==> src/rtl/cct_pkg.sv <==
// Package for the calendar clock: word types, operation codes and calendar constants.
// Shared by the channel interfaces and every module of the block; depends on nothing.
package cct_pkg;

    localparam int unsigned YEAR_W = 14;

    localparam logic [5:0]        SEC_TOP    = 6'd59;
    localparam logic [5:0]        MIN_TOP    = 6'd59;
    localparam logic [4:0]        HOUR_TOP   = 5'd23;
    localparam logic [3:0]        MONTH_TOP  = 4'd12;
    localparam logic [YEAR_W-1:0] YEAR_LIMIT = 14'd9999;

    localparam logic [5:0]        RST_SEC   = 6'd0;
    localparam logic [5:0]        RST_MIN   = 6'd0;
    localparam logic [4:0]        RST_HOUR  = 5'd0;
    localparam logic [4:0]        RST_DAY   = 5'd1;
    localparam logic [3:0]        RST_MONTH = 4'd1;
    localparam logic [YEAR_W-1:0] RST_YEAR  = 14'd2000;

    localparam logic [4:0] FEB_LEAP_LEN = 5'd29;
    localparam logic [3:0] FEBRUARY     = 4'd2;

    // Reciprocal of 100 scaled by 2**19; exact quotient for every 14-bit year.
    localparam logic [12:0] RECIP_100   = 13'd5243;
    localparam int unsigned RECIP_SHIFT = 19;
    localparam logic [YEAR_W-1:0] CENTURY = 14'd100;

    localparam logic [4:0] MONTH_LEN [12] = '{
        5'd31, 5'd28, 5'd31, 5'd30, 5'd31, 5'd30,
        5'd31, 5'd31, 5'd30, 5'd31, 5'd30, 5'd31
    };

    typedef enum logic [0:0] {
        OP_TICK = 1'b0,
        OP_LOAD = 1'b1
    } t_op;

    typedef struct packed {
        t_op               op;
        logic [5:0]        set_second;
        logic [5:0]        set_minute;
        logic [4:0]        set_hour;
        logic [4:0]        set_day;
        logic [3:0]        set_month;
        logic [YEAR_W-1:0] set_year;
    } t_in_word;

    typedef struct packed {
        logic [5:0]        second_now;
        logic [5:0]        minute_now;
        logic [4:0]        hour_now;
        logic [4:0]        day_now;
        logic [3:0]        month_now;
        logic [YEAR_W-1:0] year_now;
        logic              date_advanced;
        logic              load_refused;
    } t_out_word;

    // Divisible by 4 and not by 100, or divisible by 400.
    function automatic logic is_leap(input logic [YEAR_W-1:0] year);
        logic [26:0]       prod;
        logic [7:0]        quot;
        logic [YEAR_W-1:0] rem;
        prod = 27'(year) * 27'(RECIP_100);
        quot = prod[RECIP_SHIFT +: 8];
        rem  = year - YEAR_W'(YEAR_W'(quot) * CENTURY);
        return ((year[1:0] == 2'b00) && (rem != '0)) ||
               ((rem == '0) && (quot[1:0] == 2'b00));
    endfunction

    function automatic logic [4:0] days_in(input logic [3:0] month, input logic leap);
        logic [4:0] len;
        if (month == '0 || month > MONTH_TOP) begin
            len = 5'd31;
        end else if (month == FEBRUARY && leap) begin
            len = FEB_LEAP_LEN;
        end else begin
            len = MONTH_LEN[month - 4'd1];
        end
        return len;
    endfunction

endpackage

==> src/rtl/cct_if.sv <==
// Valid/ready channel interfaces for the calendar clock input and result words.
// Depends on cct_pkg for the word types.
interface cct_in_if;
    logic              valid;
    logic              ready;
    cct_pkg::t_in_word data;

    modport source(output valid, output data, input ready);
    modport sink(input valid, input data, output ready);
endinterface

interface cct_out_if;
    logic               valid;
    logic               ready;
    cct_pkg::t_out_word data;

    modport source(output valid, output data, input ready);
    modport sink(input valid, input data, output ready);
endinterface

==> src/rtl/cct_in_stage.sv <==
// Input register of the calendar clock: captures one word and passes it on when taken.
// Depends on cct_pkg and cct_in_if.
module cct_in_stage (
    input  logic              i_clk,
    input  logic              i_rst_n,
    cct_in_if.sink            i_in,
    input  logic              i_take,
    output logic              o_valid,
    output cct_pkg::t_in_word o_data
);

    logic              r_valid;
    cct_pkg::t_in_word r_data;
    logic              n_valid;
    logic              w_accept;

    assign i_in.ready = !r_valid || i_take;
    assign w_accept   = i_in.valid && i_in.ready;

    always_comb begin
        n_valid = r_valid;
        if (w_accept) begin
            n_valid = 1'b1;
        end else if (i_take) begin
            n_valid = 1'b0;
        end
    end

    always_ff @(posedge i_clk) begin
        if (!i_rst_n) begin
            r_valid <= 1'b0;
        end else begin
            r_valid <= n_valid;
        end
    end

    always_ff @(posedge i_clk) begin
        if (w_accept) begin
            r_data <= i_in.data;
        end
    end

    assign o_valid = r_valid;
    assign o_data  = r_data;

endmodule

==> src/rtl/cct_calc.sv <==
// Time and date registers, tick and load logic, and the result register of the clock.
// Depends on cct_pkg and cct_out_if.
module cct_calc (
    input  logic              i_clk,
    input  logic              i_rst_n,
    input  logic              i_valid,
    input  cct_pkg::t_in_word i_data,
    output logic              o_take,
    cct_out_if.source         o_out
);

    logic [5:0]                 r_sec, n_sec;
    logic [5:0]                 r_min, n_min;
    logic [4:0]                 r_hour, n_hour;
    logic [4:0]                 r_day, n_day;
    logic [3:0]                 r_month, n_month;
    logic [cct_pkg::YEAR_W-1:0] r_year, n_year;
    logic                       r_out_valid;
    cct_pkg::t_out_word         r_out;
    cct_pkg::t_out_word         n_out;

    logic w_fire;
    logic w_load_ok;
    logic w_advanced;
    logic w_refused;
    logic w_sec_wrap, w_min_wrap, w_hour_wrap;
    logic [5:0] w_t_sec, w_t_min;
    logic [4:0] w_t_hour;

    assign o_take = !r_out_valid || o_out.ready;
    assign w_fire = i_valid && o_take;

    always_comb begin
        w_load_ok = (i_data.set_second <= cct_pkg::SEC_TOP) &&
                    (i_data.set_minute <= cct_pkg::MIN_TOP) &&
                    (i_data.set_hour <= cct_pkg::HOUR_TOP) &&
                    (i_data.set_month != '0) &&
                    (i_data.set_month <= cct_pkg::MONTH_TOP) &&
                    (i_data.set_year <= cct_pkg::YEAR_LIMIT) &&
                    (i_data.set_day != '0) &&
                    (i_data.set_day <= cct_pkg::days_in(i_data.set_month,
                                                        cct_pkg::is_leap(i_data.set_year)));
    end

    always_comb begin
        w_sec_wrap  = r_sec >= cct_pkg::SEC_TOP;
        w_min_wrap  = w_sec_wrap && (r_min >= cct_pkg::MIN_TOP);
        w_hour_wrap = w_min_wrap && (r_hour >= cct_pkg::HOUR_TOP);
        w_t_sec  = w_sec_wrap ? '0 : 6'(r_sec + 6'd1);
        w_t_min  = w_min_wrap ? '0 : (w_sec_wrap ? 6'(r_min + 6'd1) : r_min);
        w_t_hour = w_hour_wrap ? '0 : (w_min_wrap ? 5'(r_hour + 5'd1) : r_hour);
    end

    always_comb begin
        n_sec      = r_sec;
        n_min      = r_min;
        n_hour     = r_hour;
        n_day      = r_day;
        n_month    = r_month;
        n_year     = r_year;
        w_advanced = 1'b0;
        w_refused  = 1'b0;
        unique case (i_data.op)
            cct_pkg::OP_TICK: begin
                n_sec  = w_t_sec;
                n_min  = w_t_min;
                n_hour = w_t_hour;
                if (w_t_sec == '0 && w_t_min == '0 && w_t_hour == '0) begin
                    w_advanced = 1'b1;
                    if (r_day < cct_pkg::days_in(r_month, cct_pkg::is_leap(r_year))) begin
                        n_day = 5'(r_day + 5'd1);
                    end else if (r_month >= cct_pkg::MONTH_TOP) begin
                        n_day   = 5'd1;
                        n_month = 4'd1;
                        n_year  = (r_year >= cct_pkg::YEAR_LIMIT) ? '0 :
                                  cct_pkg::YEAR_W'(r_year + 1'b1);
                    end else begin
                        n_day   = 5'd1;
                        n_month = 4'(r_month + 4'd1);
                    end
                end
            end
            cct_pkg::OP_LOAD: begin
                if (w_load_ok) begin
                    n_sec   = i_data.set_second;
                    n_min   = i_data.set_minute;
                    n_hour  = i_data.set_hour;
                    n_day   = i_data.set_day;
                    n_month = i_data.set_month;
                    n_year  = i_data.set_year;
                end else begin
                    w_refused = 1'b1;
                end
            end
            default: begin
                w_refused = 1'b0;
            end
        endcase
    end

    always_comb begin
        n_out.second_now    = n_sec;
        n_out.minute_now    = n_min;
        n_out.hour_now      = n_hour;
        n_out.day_now       = n_day;
        n_out.month_now     = n_month;
        n_out.year_now      = n_year;
        n_out.date_advanced = w_advanced;
        n_out.load_refused  = w_refused;
    end

    always_ff @(posedge i_clk) begin
        if (!i_rst_n) begin
            r_sec       <= cct_pkg::RST_SEC;
            r_min       <= cct_pkg::RST_MIN;
            r_hour      <= cct_pkg::RST_HOUR;
            r_day       <= cct_pkg::RST_DAY;
            r_month     <= cct_pkg::RST_MONTH;
            r_year      <= cct_pkg::RST_YEAR;
            r_out_valid <= 1'b0;
        end else begin
            if (w_fire) begin
                r_sec   <= n_sec;
                r_min   <= n_min;
                r_hour  <= n_hour;
                r_day   <= n_day;
                r_month <= n_month;
                r_year  <= n_year;
            end
            if (w_fire) begin
                r_out_valid <= 1'b1;
            end else if (o_out.ready) begin
                r_out_valid <= 1'b0;
            end
        end
    end

    always_ff @(posedge i_clk) begin
        if (w_fire) begin
            r_out <= n_out;
        end
    end

    assign o_out.valid = r_out_valid;
    assign o_out.data  = r_out;

    a_time_range: assert property (@(posedge i_clk) disable iff (!i_rst_n)
        (r_sec <= cct_pkg::SEC_TOP) && (r_min <= cct_pkg::MIN_TOP) &&
        (r_hour <= cct_pkg::HOUR_TOP))
        else $error("time of day out of range");

    a_date_range: assert property (@(posedge i_clk) disable iff (!i_rst_n)
        (r_day != '0) && (r_month != '0) && (r_month <= cct_pkg::MONTH_TOP) &&
        (r_year <= cct_pkg::YEAR_LIMIT))
        else $error("date out of range");

    a_refused_keeps: assert property (@(posedge i_clk) disable iff (!i_rst_n)
        (w_fire && i_data.op == cct_pkg::OP_LOAD && !w_load_ok) |=>
        ($stable(r_sec) && $stable(r_min) && $stable(r_hour) &&
         $stable(r_day) && $stable(r_month) && $stable(r_year) && r_out.load_refused))
        else $error("refused load changed the clock");

    a_flags_exclusive: assert property (@(posedge i_clk) disable iff (!i_rst_n)
        r_out_valid |-> !(r_out.date_advanced && r_out.load_refused))
        else $error("result word flags both date advance and refusal");

    a_advance_midnight: assert property (@(posedge i_clk) disable iff (!i_rst_n)
        (r_out_valid && r_out.date_advanced) |->
        (r_out.second_now == '0 && r_out.minute_now == '0 && r_out.hour_now == '0))
        else $error("date advanced away from midnight");

endmodule

==> src/rtl/calendar_clock_tick.sv <==
// Top level of the real-time clock and Gregorian calendar.
// Depends on cct_pkg, cct_if, cct_in_stage and cct_calc.
//
//   Channel   Dir   Word         Contents
//   i_in      in    t_in_word    tick or load with date and time
//   o_out     out   t_out_word   time, date and flags after the step
//
// One word is accepted per cycle while the result channel is not stalled; each word passes
// through the input register and then the time and date logic into the result register.
// Reset is synchronous and active low and sets the clock to 00:00:00, January 1, 2000.
// A stalled result holds in its register while the input register still takes one word.
module calendar_clock_tick (
    input  logic      i_clk,
    input  logic      i_rst_n,
    cct_in_if.sink    i_in,
    cct_out_if.source o_out
);

    logic              w_valid;
    logic              w_take;
    cct_pkg::t_in_word w_data;

    cct_in_stage u_in_stage (
        .i_clk   (i_clk),
        .i_rst_n (i_rst_n),
        .i_in    (i_in),
        .i_take  (w_take),
        .o_valid (w_valid),
        .o_data  (w_data)
    );

    cct_calc u_calc (
        .i_clk   (i_clk),
        .i_rst_n (i_rst_n),
        .i_valid (w_valid),
        .i_data  (w_data),
        .o_take  (w_take),
        .o_out   (o_out)
    );

endmodule

==> src/flat_wrapper.sv <==
// flat-port wrapper written by rule: the top's interface ports become plain ports
module calendar_clock_tick_flat 
  (i_clk, i_rst_n, i_in_valid, i_in_data, i_in_ready, o_out_valid, o_out_data, o_out_ready);
  cct_in_if i_in_i ();
  cct_out_if o_out_i ();
  input  logic i_clk;
  input  logic i_rst_n;
  input wire logic [$bits(i_in_i.valid)-1:0] i_in_valid;
  input wire logic [$bits(i_in_i.data)-1:0] i_in_data;
  output wire logic [$bits(i_in_i.ready)-1:0] i_in_ready;
  output wire logic [$bits(o_out_i.valid)-1:0] o_out_valid;
  output wire logic [$bits(o_out_i.data)-1:0] o_out_data;
  input wire logic [$bits(o_out_i.ready)-1:0] o_out_ready;
  assign i_in_i.valid = i_in_valid;
  assign i_in_i.data = i_in_data;
  assign i_in_ready = i_in_i.ready;
  assign o_out_valid = o_out_i.valid;
  assign o_out_data = o_out_i.data;
  assign o_out_i.ready = o_out_ready;
  calendar_clock_tick u_core (.i_clk(i_clk), .i_rst_n(i_rst_n), .i_in(i_in_i), .o_out(o_out_i));
endmodule
==> config.mk <==
export PLATFORM = sky130hd
export DESIGN_NAME = calendar_clock_tick_flat
export DESIGN_NICKNAME = d
export VERILOG_FILES = /design/src/rtl/cct_pkg.sv /design/src/rtl/cct_if.sv /design/src/rtl/cct_in_stage.sv /design/src/rtl/cct_calc.sv /design/src/rtl/calendar_clock_tick.sv /design/src/flat_wrapper.sv
export SDC_FILE = /design/constraint.sdc
export NUM_CORES = 1
export LEC_CHECK = 0
export ABC_AREA = 1
export BUFFER_PORTS_ARGS = -buffer_cell sky130_fd_sc_hd__buf_2
export CAP_MARGIN = 20
export CORE_ASPECT_RATIO = 0.7
export CORE_UTILIZATION = 66
export DETAILED_ROUTE_END_ITERATION = 16
export PLACE_DENSITY = 0.86
export SKIP_LAST_GASP = 1
export SYNTH_ARGS = -nofsm -noshare
export SYNTH_HDL_FRONTEND = slang
export SYNTH_SLANG_ARGS = --single-unit
==> constraint.sdc <==
create_clock -name i_clk -period 22.1 [get_ports i_clk]
set_clock_uncertainty 0.05 [all_clocks]
set_input_delay 4.42 -clock i_clk [delete_from_list [all_inputs] [get_ports i_clk]]
set_output_delay 4.42 -clock i_clk [all_outputs]
set_load 0.03 [all_outputs]
==> results of run 1 <==
-- tightest hold or removal path, cell delays in order, from the launching register on --
cell and delay, ns:
dfxtp_1 0.32, nand2_1 0.11, a21oi_1 0.08
-- logic make-up after synthesis --
| logic type | Yosys count |
|---|---|
| AND/OR/NAND/NOR | 551 |
| adder cells (fa/ha/maj) | 433 |
| buffers and inverters | 425 |
| AO/OA/AOI/OAI | 299 |
| flip-flops | 125 |
| XOR/XNOR | 44 |
-- flip-flops by register name (all words and copies together), names as in the netlist --
signal and count:
u_core.u_calc.r_month 4, u_core.u_in_stage.o_data 41, u_core.u_calc.r_hour 5, u_core.u_calc.r_min 6, u_core.u_calc.o_out.valid 1, u_core.u_calc.r_day 5, u_core.u_calc.o_out.data 42, u_core.u_calc.r_year 14
u_core.u_in_stage.o_valid 1, u_core.u_calc.r_sec 6
-- worst max path at each step --
stage,start,endpoint,slack (ns),cells past startpoint
finish,u_core.u_in_stage.o_data[11],u_core.u_calc.r_day[0],10.70,50
floorplan,u_core.u_in_stage.o_data[11],u_core.u_calc.o_out.data[5],12.74,52
detailed placement,u_core.u_in_stage.o_data[11],u_core.u_calc.o_out.data[3],10.96,48
CTS,u_core.u_in_stage.o_data[11],u_core.u_calc.r_hour[2],10.94,50
global placement,u_core.u_in_stage.o_data[11],u_core.u_calc.r_day[0],11.14,50
global route,u_core.u_in_stage.o_data[11],u_core.u_calc.r_hour[2],10.06,53
-- area by class of cell --
type	instances	share of cell area [%]
clock inverters	15	0.892
flip-flops and latches	125	19.5
multi-input cells	1327	63.4
clock buffers	17	2.49
repair buffers	96	2.93
well taps	312	2.28
inverters	390	8.56
-- through the flow --
| step | cell area [um2] | util, % |
|---|---|---|
| finish | 17100 | 74.1 |
| global route | 17100 | 74.1 |
| CTS | 17100 | 74.1 |
| detailed placement | 16500 | 71.6 |
| global placement | 16500 | 71.6 |
| floorplan | 15800 | - |
-- routing by layer --
layer	up-vias	routed length (um)	global-route usage [%]	share of wire [%]
met5	-	0	0	0
met3	81	4380	6.94	10
met2	680	18000	53.9	43
met1	6318	18700	51.5	45
met4	0	855	8.83	2.0
li1	6303	-	-	-
-- cell usage after synthesis (12+ instances only) --
library cell    n
inv_1         384
o21ai_0       104
nand2_1       298
dfxtp_1        42
xnor2_1        19
clkbuf_1       21
xor2_1         25
edfxtp_1       83
o21ai_1        12
ha_1          301
nand4_1        28
a21oi_1       140
nor3_1         13
nand3b_1       13
nand3_1        95
nor2_1         86
fa_1          132
==> summary.txt, run 1 <==
Status
  – Outcome: finished, final reports clean

Drt
  – Initial DRC count: between 1.5k and 2k
  – Vias per inst: ~5.9
  – Vias: approximately 13k
  – DRC viols: 0
  – Routed Antenna Nets: 0
  – Drt wl/cell: about 18 um
  – Post-Route WL: between 40000 and 50000 um
  – First-pass iteration count of the detailed router: 8

Clocking
  – Root buffer cell: clkbuf_16
  – CTS buffer count: 17
  – Total clock sinks: between 100 and 150
  – Clock transition at the registers of the reported paths: approximately 0.06 ns
  – H-tree Lvls: 4
  – Setup bufs post-CTS: 0
  – Post-CTS Resized: 0
  – TritonCTS clock tree: done
  – Clock Path Buffers: 2
  – Skew-Pair Late Insertion Delay: between 0.4 and 0.5 ns
  – Hold Buf Count CTS: 0

Finish
  – Area of the multi-input gates: roughly 11000 um2
  – Most frequent cells in the layout: 383 x inv_1, 301 x ha_1, 297 x nand2_1, 140 x a21oi_1, 132 x fa_1
  – ANT cells: 0
  – Commonest non-fill, non-tap cell in the layout: inv_1
  – Syn-to-layout area delta: 8.29%
  – Fillers: roughly 1.7k
  – Nets: around 2.4k
  – Finished Layout Cells: about 2.3k
  – Proportion of layout cells with a drive suffix above 1: roughly 7.8%
  – FF/Latch Area: 3330 um2

Worst setup path
  – CP max stage delay: 0.80 ns
  – Critical-path top delay cell: edfxtp_1
  – CP required: 22.34 ns
  – RR Startpoint: u_core.u_in_stage.o_data[11]
  – Worst path top cell family by delay: adder cells
  – Worst Setup Start Kind: flip-flop
  – R2R cell count: 50
  – RR Endpoint: u_core.u_calc.r_day[0]
  – Internal reg-to-reg setup slack: roughly 11 ns
  – Critical Path Most Common Cell: inv_1
  – WS Path Type: reg -> reg
  – CP Buf/Inv Count: 9
  – CP max FO: ~70
  – CP Capture Type: flip-flop
  – CP Data Arrival Time: 11.64 ns

Synthesis
  – Synth Area in Compound Gates: 10.2%
  – Largest family of logic cells by synthesized area: adder cells
  – Synth Flop Type: edfxtp_1
  – Synth async-reset ratio: 0%
  – Mux contribution to synthesized area: 0%
  – Synth cell types: 53
  – Number of flops mapped to enable cells by yosys: 83
  – Post-synthesis cell type with the largest combined area: ha_1
  – Post-Synth XOR/XNOR Area: approximately 2.4%
  – Synthesized area per cell: about 8.4 um2
  – Post-Syn Instances: between 1.5k and 2k
  – Warnings from Yosys: 0
  – Syn_nets: ~2.4k
  – Post-Synth Simple-Gate Area: 15.3%
  – Flops & latches, synth: approximately 130
  – Adder-Cell Fraction of Synth Area: between 40 and 50%
  – Ranking of synthesized cells by area: ha_1 24%, fa_1 17%, edfxtp_1 16%
  – Sequential cell area fraction in the yosys report: 21.1%
  – Top-area cell type share of the netlist area: 23.8%
  – Post-synthesis cell area: 15800 um2

Floorplan
  – Die ar.: between 20000 and 25000 um2
  – Core ar.: around 23000 um2
  – Starting density of the core: roughly two thirds
  – # IOs: 89
  – Vert. Die Dim: between 100 and 150 um
  – Cell row count: 46
  – Chip Width: between 150 and 200 um

GRT
  – Tot GR Track Use: about a third
  – Vias in the first global route: ~13k
  – Initial antenna violation count: 0
  – Total gr overflow: 0
  – Largest net degree at the start of global routing: between 60 and 70
  – First-pass GRT wire length: 68100 um

Timing
  – Final setup fails: 0
  – Final WS setup: roughly 11 ns
  – Slew Viols, Final: 0
  – RSZ-0062 raised after global routing: false
  – Fin crit period: roughly 11 ns
  – Post-route clock period utilization: between 50% and 60%
  – Fmax: 0.0877 GHz
  – Setup_tns: 0 ns
  – Worst relative slew slack: 30.2%
  – Slew @ Worst Pin: ~1.0 ns
  – Hold_ws: around 0.51 ns
  – Final hold vios: 0

Placed design
  – DP Cell Count: around 2.3k
  – Port bufs: between 80 and 90
  – Gpl congestion: 0.978
  – Pre-CTS setup slack: roughly 11 ns
  – Detailed-placement wirelength estimate: approximately 33000 um

Hold path
  – Hold Path Class: reg -> reg
  – Hold Path Sink: u_core.u_calc.o_out.valid
  – Min-delay src: u_core.u_calc.o_out.valid
  – Hold Path Stages: 2

Run
  – Number of max-cap violations: 0
Power of run 1 is left out: the tool's default activity adds up to more than one toggle a clock period on the data nets, which glitch-free logic cannot reach.
==> inputs of run 2 (changes only) <==
--- a/config.mk
+++ b/config.mk
@@ -9,9 +9,9 @@
 export BUFFER_PORTS_ARGS = -buffer_cell sky130_fd_sc_hd__buf_2
 export CAP_MARGIN = 20
 export CORE_ASPECT_RATIO = 0.7
-export CORE_UTILIZATION = 66
+export CORE_UTILIZATION = 64
 export DETAILED_ROUTE_END_ITERATION = 16
-export PLACE_DENSITY = 0.86
+export PLACE_DENSITY = 0.84
 export SKIP_LAST_GASP = 1
 export SYNTH_ARGS = -nofsm -noshare
 export SYNTH_HDL_FRONTEND = slang
==> constraint.sdc (replaced) <==
create_clock -name i_clk -period 10.74 [get_ports i_clk]
set_clock_uncertainty 0.05 [all_clocks]
set_input_delay 2.148 -clock i_clk [delete_from_list [all_inputs] [get_ports i_clk]]
set_output_delay 2.148 -clock i_clk [all_outputs]
set_load 0.03 [all_outputs]
==> run 2 against run 1 <==
Global-route usage is 1.7 points lower. Routed wire length is 1.9% higher. Utilization decreased by 0.42 points. Maximum frequency rose by 9.9%. Via count rose by 2.8%. Design area is 3.1% higher. Non-clock buffer count rose by 56. Hold slack worse by 0.010 ns. Die area grew 3.1%. Critical path depth decreased by 1. Highest routed layer unchanged.
==> summary.txt, run 2 (same netlist as run 1, synthesis figures left out) <==
Drt
  – Post-Route WL: around 43000 um
  – Initial DRC count: roughly 1.6k
  – DRC viols: 0
  – Routed Antenna Nets: 0
  – Vias per inst: roughly 6
  – First-pass iteration count of the detailed router: 6
  – Vias: 13.8k
  – Drt wl/cell: roughly 18 um

Run
  – Number of max-cap violations: 0

Finish
  – ANT cells: 0
  – Most frequent cells in the layout: 381 x inv_1, 301 x ha_1, 296 x nand2_1, 140 x a21oi_1, 132 x fa_1
  – FF/Latch Area: approximately 3300 um2
  – Fillers: 1651
  – Area of the multi-input gates: ~11000 um2
  – Syn-to-layout area delta: 11.7%
  – Cell area after layout: around 18000 um2
  – Commonest non-fill, non-tap cell in the layout: inv_1
  – Nets: approximately 2.5k
  – Utilization after layout: between 70% and 80%
  – Proportion of layout cells with a drive suffix above 1: between 10 and 15%
  – Max reg flops: 42

GRT
  – Vias in the first global route: approximately 13k
  – Initial antenna violation count: 0
  – Tot GR Track Use: about 34%
  – Total gr overflow: 0
  – Largest net degree at the start of global routing: 58
  – First-pass GRT wire length: 66300 um

Timing
  – Final hold vios: 0
  – Post-route clock period utilization: a little over nine tenths
  – Fmax: between 0.09 and 0.1 GHz
  – Fin crit period: 10.38 ns
  – Final setup fails: 0
  – Worst relative slew slack: approximately 34%
  – Hold_ws: roughly 0.50 ns
  – Slew Viols, Final: 0
  – Slew @ Worst Pin: a little under 1 ns

Worst setup path
  – CP Capture Type: flip-flop
  – Critical-path top delay cell: fa_1
  – CP Buf/Inv Count: 8
  – R2R cell count: 49
  – Internal reg-to-reg setup slack: approximately 0.36 ns
  – Worst Setup Start Kind: flip-flop
  – RR Startpoint: u_core.u_in_stage.o_data[10]
  – CP required: between 10 and 15 ns
  – RR Endpoint: u_core.u_calc.r_day[0]
  – WS Path Type: reg -> reg
  – Worst path top cell family by delay: adder cells
  – CP max FO: 14
  – CP Data Arrival Time: 10.63 ns
  – Critical Path Most Common Cell: nand2_1
  – CP max stage delay: ~0.55 ns

Floorplan
  – Core ar.: 23900 um2
  – # IOs: 89
  – Starting density of the core: 66.0%
  – Cell row count: 47
  – Die ar.: about 25000 um2
  – Chip Width: between 150 and 200 um
  – Vert. Die Dim: 133 um

Hold path
  – Hold Path Sink: u_core.u_calc.o_out.valid
  – Min-delay src: u_core.u_calc.o_out.valid
  – Hold Path Class: reg -> reg
  – Hold Path Stages: 2

Clocking
  – Clock transition at the registers of the reported paths: 0.06 ns
  – Root buffer cell: clkbuf_16
  – Total clock sinks: ~130
  – Skew-Pair Late Insertion Delay: approximately 0.43 ns
  – H-tree Lvls: 4
  – CTS buffer count: 17
  – TritonCTS clock tree: done
  – Clock Path Buffers: 2

Placed design
  – Port bufs: just under 90
  – Detailed-placement wirelength estimate: roughly 34000 um
  – Placed Area: approximately 17000 um2
  – Gpl congestion: a little under 1

Status
  – Outcome: finished, final reports clean
-- run 2: cell count changes in the layout (fill, tap and decap cells not counted), sizes merged --
cell	change
buf	+55
bufinv	-1
clkbuf	+2
clkinv	+2
clkinvlp	+1
inv	-3
-- run 2: worst max-delay path by stage --
| stage | startpoint | slack (ns) | to | cells past startpoint |
|---|---|---|---|---|
| 6_report | u_core.u_in_stage.o_data[10] | 0.36 | u_core.u_calc.r_day[0] | 49 |
| 5_1_grt | u_core.u_in_stage.o_data[10] | -0.13 | u_core.u_calc.r_day[0] | 51 |
| 4_1_cts | u_core.u_calc.r_year[9] | 0.02 | u_core.u_calc.o_out.data[10] | 49 |
| 3_5_place_dp | u_core.u_calc.r_year[11] | -0.09 | u_core.u_calc.o_out.data[10] | 49 |
| 3_3_place_gp | u_core.u_calc.r_year[11] | 0.03 | u_core.u_calc.o_out.data[10] | 49 |
| 2_1_floorplan | u_core.u_in_stage.o_data[11] | 1.38 | u_core.u_calc.o_out.data[5] | 52 |
-- run 2: worst register-to-register path, delay by kind of cell (launching register included) --
family	cells	cell delay, ns
fa+ha+maj	12	4.79
compound gates	13	2.16
simple gates	14	1.53
buf+inv	8	0.83
flops	1	0.52
xor+xnor	2	0.39
-- run 2: layout make-up --
cell class	instances	area share, %
clock buffers	18	2.43
clock inverters	14	0.638
inverters	390	8.34
multi-input cells	1327	61.9
flip-flops and latches	125	19.0
well taps	318	2.26
repair buffers	152	5.48
-- run 2: timing repair --
| item | CTS | global route |
|---|---|---|
| hold buffers | 0 | 0 |
| cloned | 0 | 1 |
| setup buffers | 0 | 42 |
| pin swaps | 0 | 1 |
| endpoints found under the hold margin | 0 | 0 |
| gates resized for setup | 1 | 31 |
| setup endpoints to repair | 26 | 81 |
-- run 2: routing by layer --
layer	vias up	GRT usage [%]	wire [um]
met5	-	0	0
met4	0	8.02	827
met3	80	7.46	4440
met2	707	51.6	18900
met1	6549	48.4	18500
li1	6420	-	-
-- run 2: per-stage QoR --
step | TNS [ns] | setup WS (ns) | cells
global placement | 0 | 0.0258 | 2268
floorplan | 0 | 1.38 | 1877
global route | -1.80 | -0.132 | 2344
finish | 0 | 0.362 | 2344
detailed placement | -0.188 | -0.0869 | 2268
CTS | 0 | 0.0190 | 2300
Power of run 2 is left out for the same reason.
==> inputs of run 3 (changes only) <==
--- a/config.mk
+++ b/config.mk
@@ -12,6 +12,7 @@
 export CORE_UTILIZATION = 64
 export DETAILED_ROUTE_END_ITERATION = 16
 export PLACE_DENSITY = 0.84
+export RECOVER_POWER = 25
 export SKIP_LAST_GASP = 1
 export SYNTH_ARGS = -nofsm -noshare
 export SYNTH_HDL_FRONTEND = slang
==> run 3 against run 2 <==
Die area unchanged. Clock-buffer cell count unchanged. Maximum frequency is 0.20% lower. Hold slack got worse by 0.020 ns. Sequential cell count unchanged. Setup slack got worse by 0.021 ns. Non-clock buffer count unchanged. Sequential share of layout area about the same. Cell count unchanged. Via count is 0.36% higher.
==> summary.txt, run 3 (same netlist as run 1, synthesis figures left out) <==
Status
  – Outcome: finished, final reports clean

Worst setup path
  – RR Endpoint: u_core.u_calc.r_hour[0]
  – CP max stage delay: 0.55 ns
  – CP required: roughly 11 ns
  – WS Path Type: reg -> reg
  – CP Capture Type: flip-flop
  – R2R cell count: between 40 and 50
  – CP Buf/Inv Count: 9
  – CP Data Arrival Time: approximately 11 ns
  – Worst path top cell family by delay: adder cells
  – CP Depth: just under 50
  – Critical-path top delay cell: fa_1
  – CP max FO: 14
  – CP Launch Point: u_core.u_in_stage.o_data[10]
  – Critical Path Most Common Cell: nand2_1
  – Internal reg-to-reg setup slack: approximately 0.34 ns
  – CP Capture Point: u_core.u_calc.r_hour[0]
  – RR Startpoint: u_core.u_in_stage.o_data[10]
  – Worst Setup Start Kind: flip-flop

Finish
  – Utilization after layout: between 70% and 80%
  – Fillers: 1664
  – Proportion of layout cells with a drive suffix above 1: a little over a tenth
  – Most frequent cells in the layout: 382 x inv_1, 301 x ha_1, 297 x nand2_1, 140 x a21oi_1, 132 x fa_1
  – Nets: 2491
  – ANT cells: 0
  – Max reg flops: 42
  – Syn-to-layout area delta: 11.5%
  – Commonest non-fill, non-tap cell in the layout: inv_1

Floorplan
  – Chip Width: ~190 um
  – Cell row count: 47
  – Die ar.: around 25000 um2
  – Vert. Die Dim: 133 um
  – # IOs: 89
  – Starting density of the core: between 60% and 70%
  – Core ar.: 23900 um2

Drt
  – Drt wl/cell: between 15 and 20 um
  – Met2 WL: around 19000 um
  – Met3 WL: 4720 um
  – Post-Route WL: between 40000 and 50000 um
  – Vias: 13.8k
  – Routed Antenna Nets: 0
  – Max Used Layer: met4
  – Initial DRC count: approximately 1.5k
  – DRC viols: 0
  – Vias per inst: 5.89
  – WL met1: roughly 18000 um
  – First-pass iteration count of the detailed router: 6

Clocking
  – Clock transition at the registers of the reported paths: about 0.060 ns
  – CTS buffer count: 17
  – H-tree Lvls: 4
  – Total clock sinks: 125
  – Hold Buf Count CTS: 0
  – TritonCTS clock tree: done
  – Root buffer cell: clkbuf_16
  – Skew-Pair Late Insertion Delay: about 0.43 ns
  – Clock Path Buffers: 2

Placed design
  – Gpl congestion: 0.977
  – Port bufs: 88
  – Detailed-placement wirelength estimate: ~34000 um

Timing
  – Fmax: 0.0962 GHz
  – Slew @ Worst Pin: about 1.3 ns
  – Final setup fails: 0
  – Fin crit period: roughly 10 ns
  – Slew Viols, Final: 0
  – Worst relative slew slack: ~15%
  – Setup_tns: 0 ns
  – Final hold vios: 0
  – Post-route clock period utilization: roughly 97%

Run
  – Number of max-cap violations: 0

GRT
  – Tot GR Track Use: about a third
  – First-pass GRT wire length: 66300 um
  – Total gr overflow: 0
  – Largest net degree at the start of global routing: 58
  – Initial antenna violation count: 0
  – Vias in the first global route: 12.9k

Hold path
  – Hold Path Class: reg -> reg
run 3: area by class of cell:
cell class	instances	area, um2	area share, %
Inverter	390	1470	8.35
Sequential cell	125	3340	19.0
Tap cell	318	398	2.26
Multi-Input combinational cell	1327	10900	61.9
Timing Repair Buffer	152	953	5.41
Clock inverter	14	113	0.639
Clock buffer	18	429	2.44
run 3: per-stage QoR:
stage               area [um2]  hold slack [ns]  cells  setup WS, ns
global route             17600            0.504   2344        -0.132
detailed placement       16600            0.489   2268       -0.0869
global placement         16600            0.456   2268        0.0258
CTS                      17200            0.500   2300        0.0190
finish                   17600            0.481   2344         0.341
floorplan                15800            0.451   1877          1.38
run 3: layer usage:
layer	GRT usage (%)	up-vias
li1	-	6411
met1	48.4	6531
met2	51.6	779
met3	7.46	84
met4	8.02	0
met5	0	-
run 3: worst min-delay path by stage:
stage                                    from                         to  cells past startpoint
global placement    u_core.u_calc.o_out.valid  u_core.u_calc.o_out.valid                      2
CTS                 u_core.u_calc.o_out.valid  u_core.u_calc.o_out.valid                      2
finish              u_core.u_calc.o_out.valid  u_core.u_calc.o_out.valid                      2
detailed placement  u_core.u_calc.o_out.valid  u_core.u_calc.o_out.valid                      2
floorplan              u_core.u_calc.r_day[0]     u_core.u_calc.r_day[0]                      2
global route        u_core.u_calc.o_out.valid  u_core.u_calc.o_out.valid                      2
run 3: tightest hold or removal path, delay by kind of cell, from the launching register on:
kind	cells	cell delay, ns
DFF	1	0.32
and+or+nand+nor	1	0.09
AOI/OAI and AO/OA	1	0.07
run 3: timing repair:
| action | in CTS | in global routing |
|---|---|---|
| setup endpoints to repair | 26 | 81 |
| resized for setup | 1 | 31 |
| buffers inserted | 0 | 42 |
| cloned | 0 | 1 |
| pin swaps | 0 | 1 |
Power of run 3 is left out for the same reason.
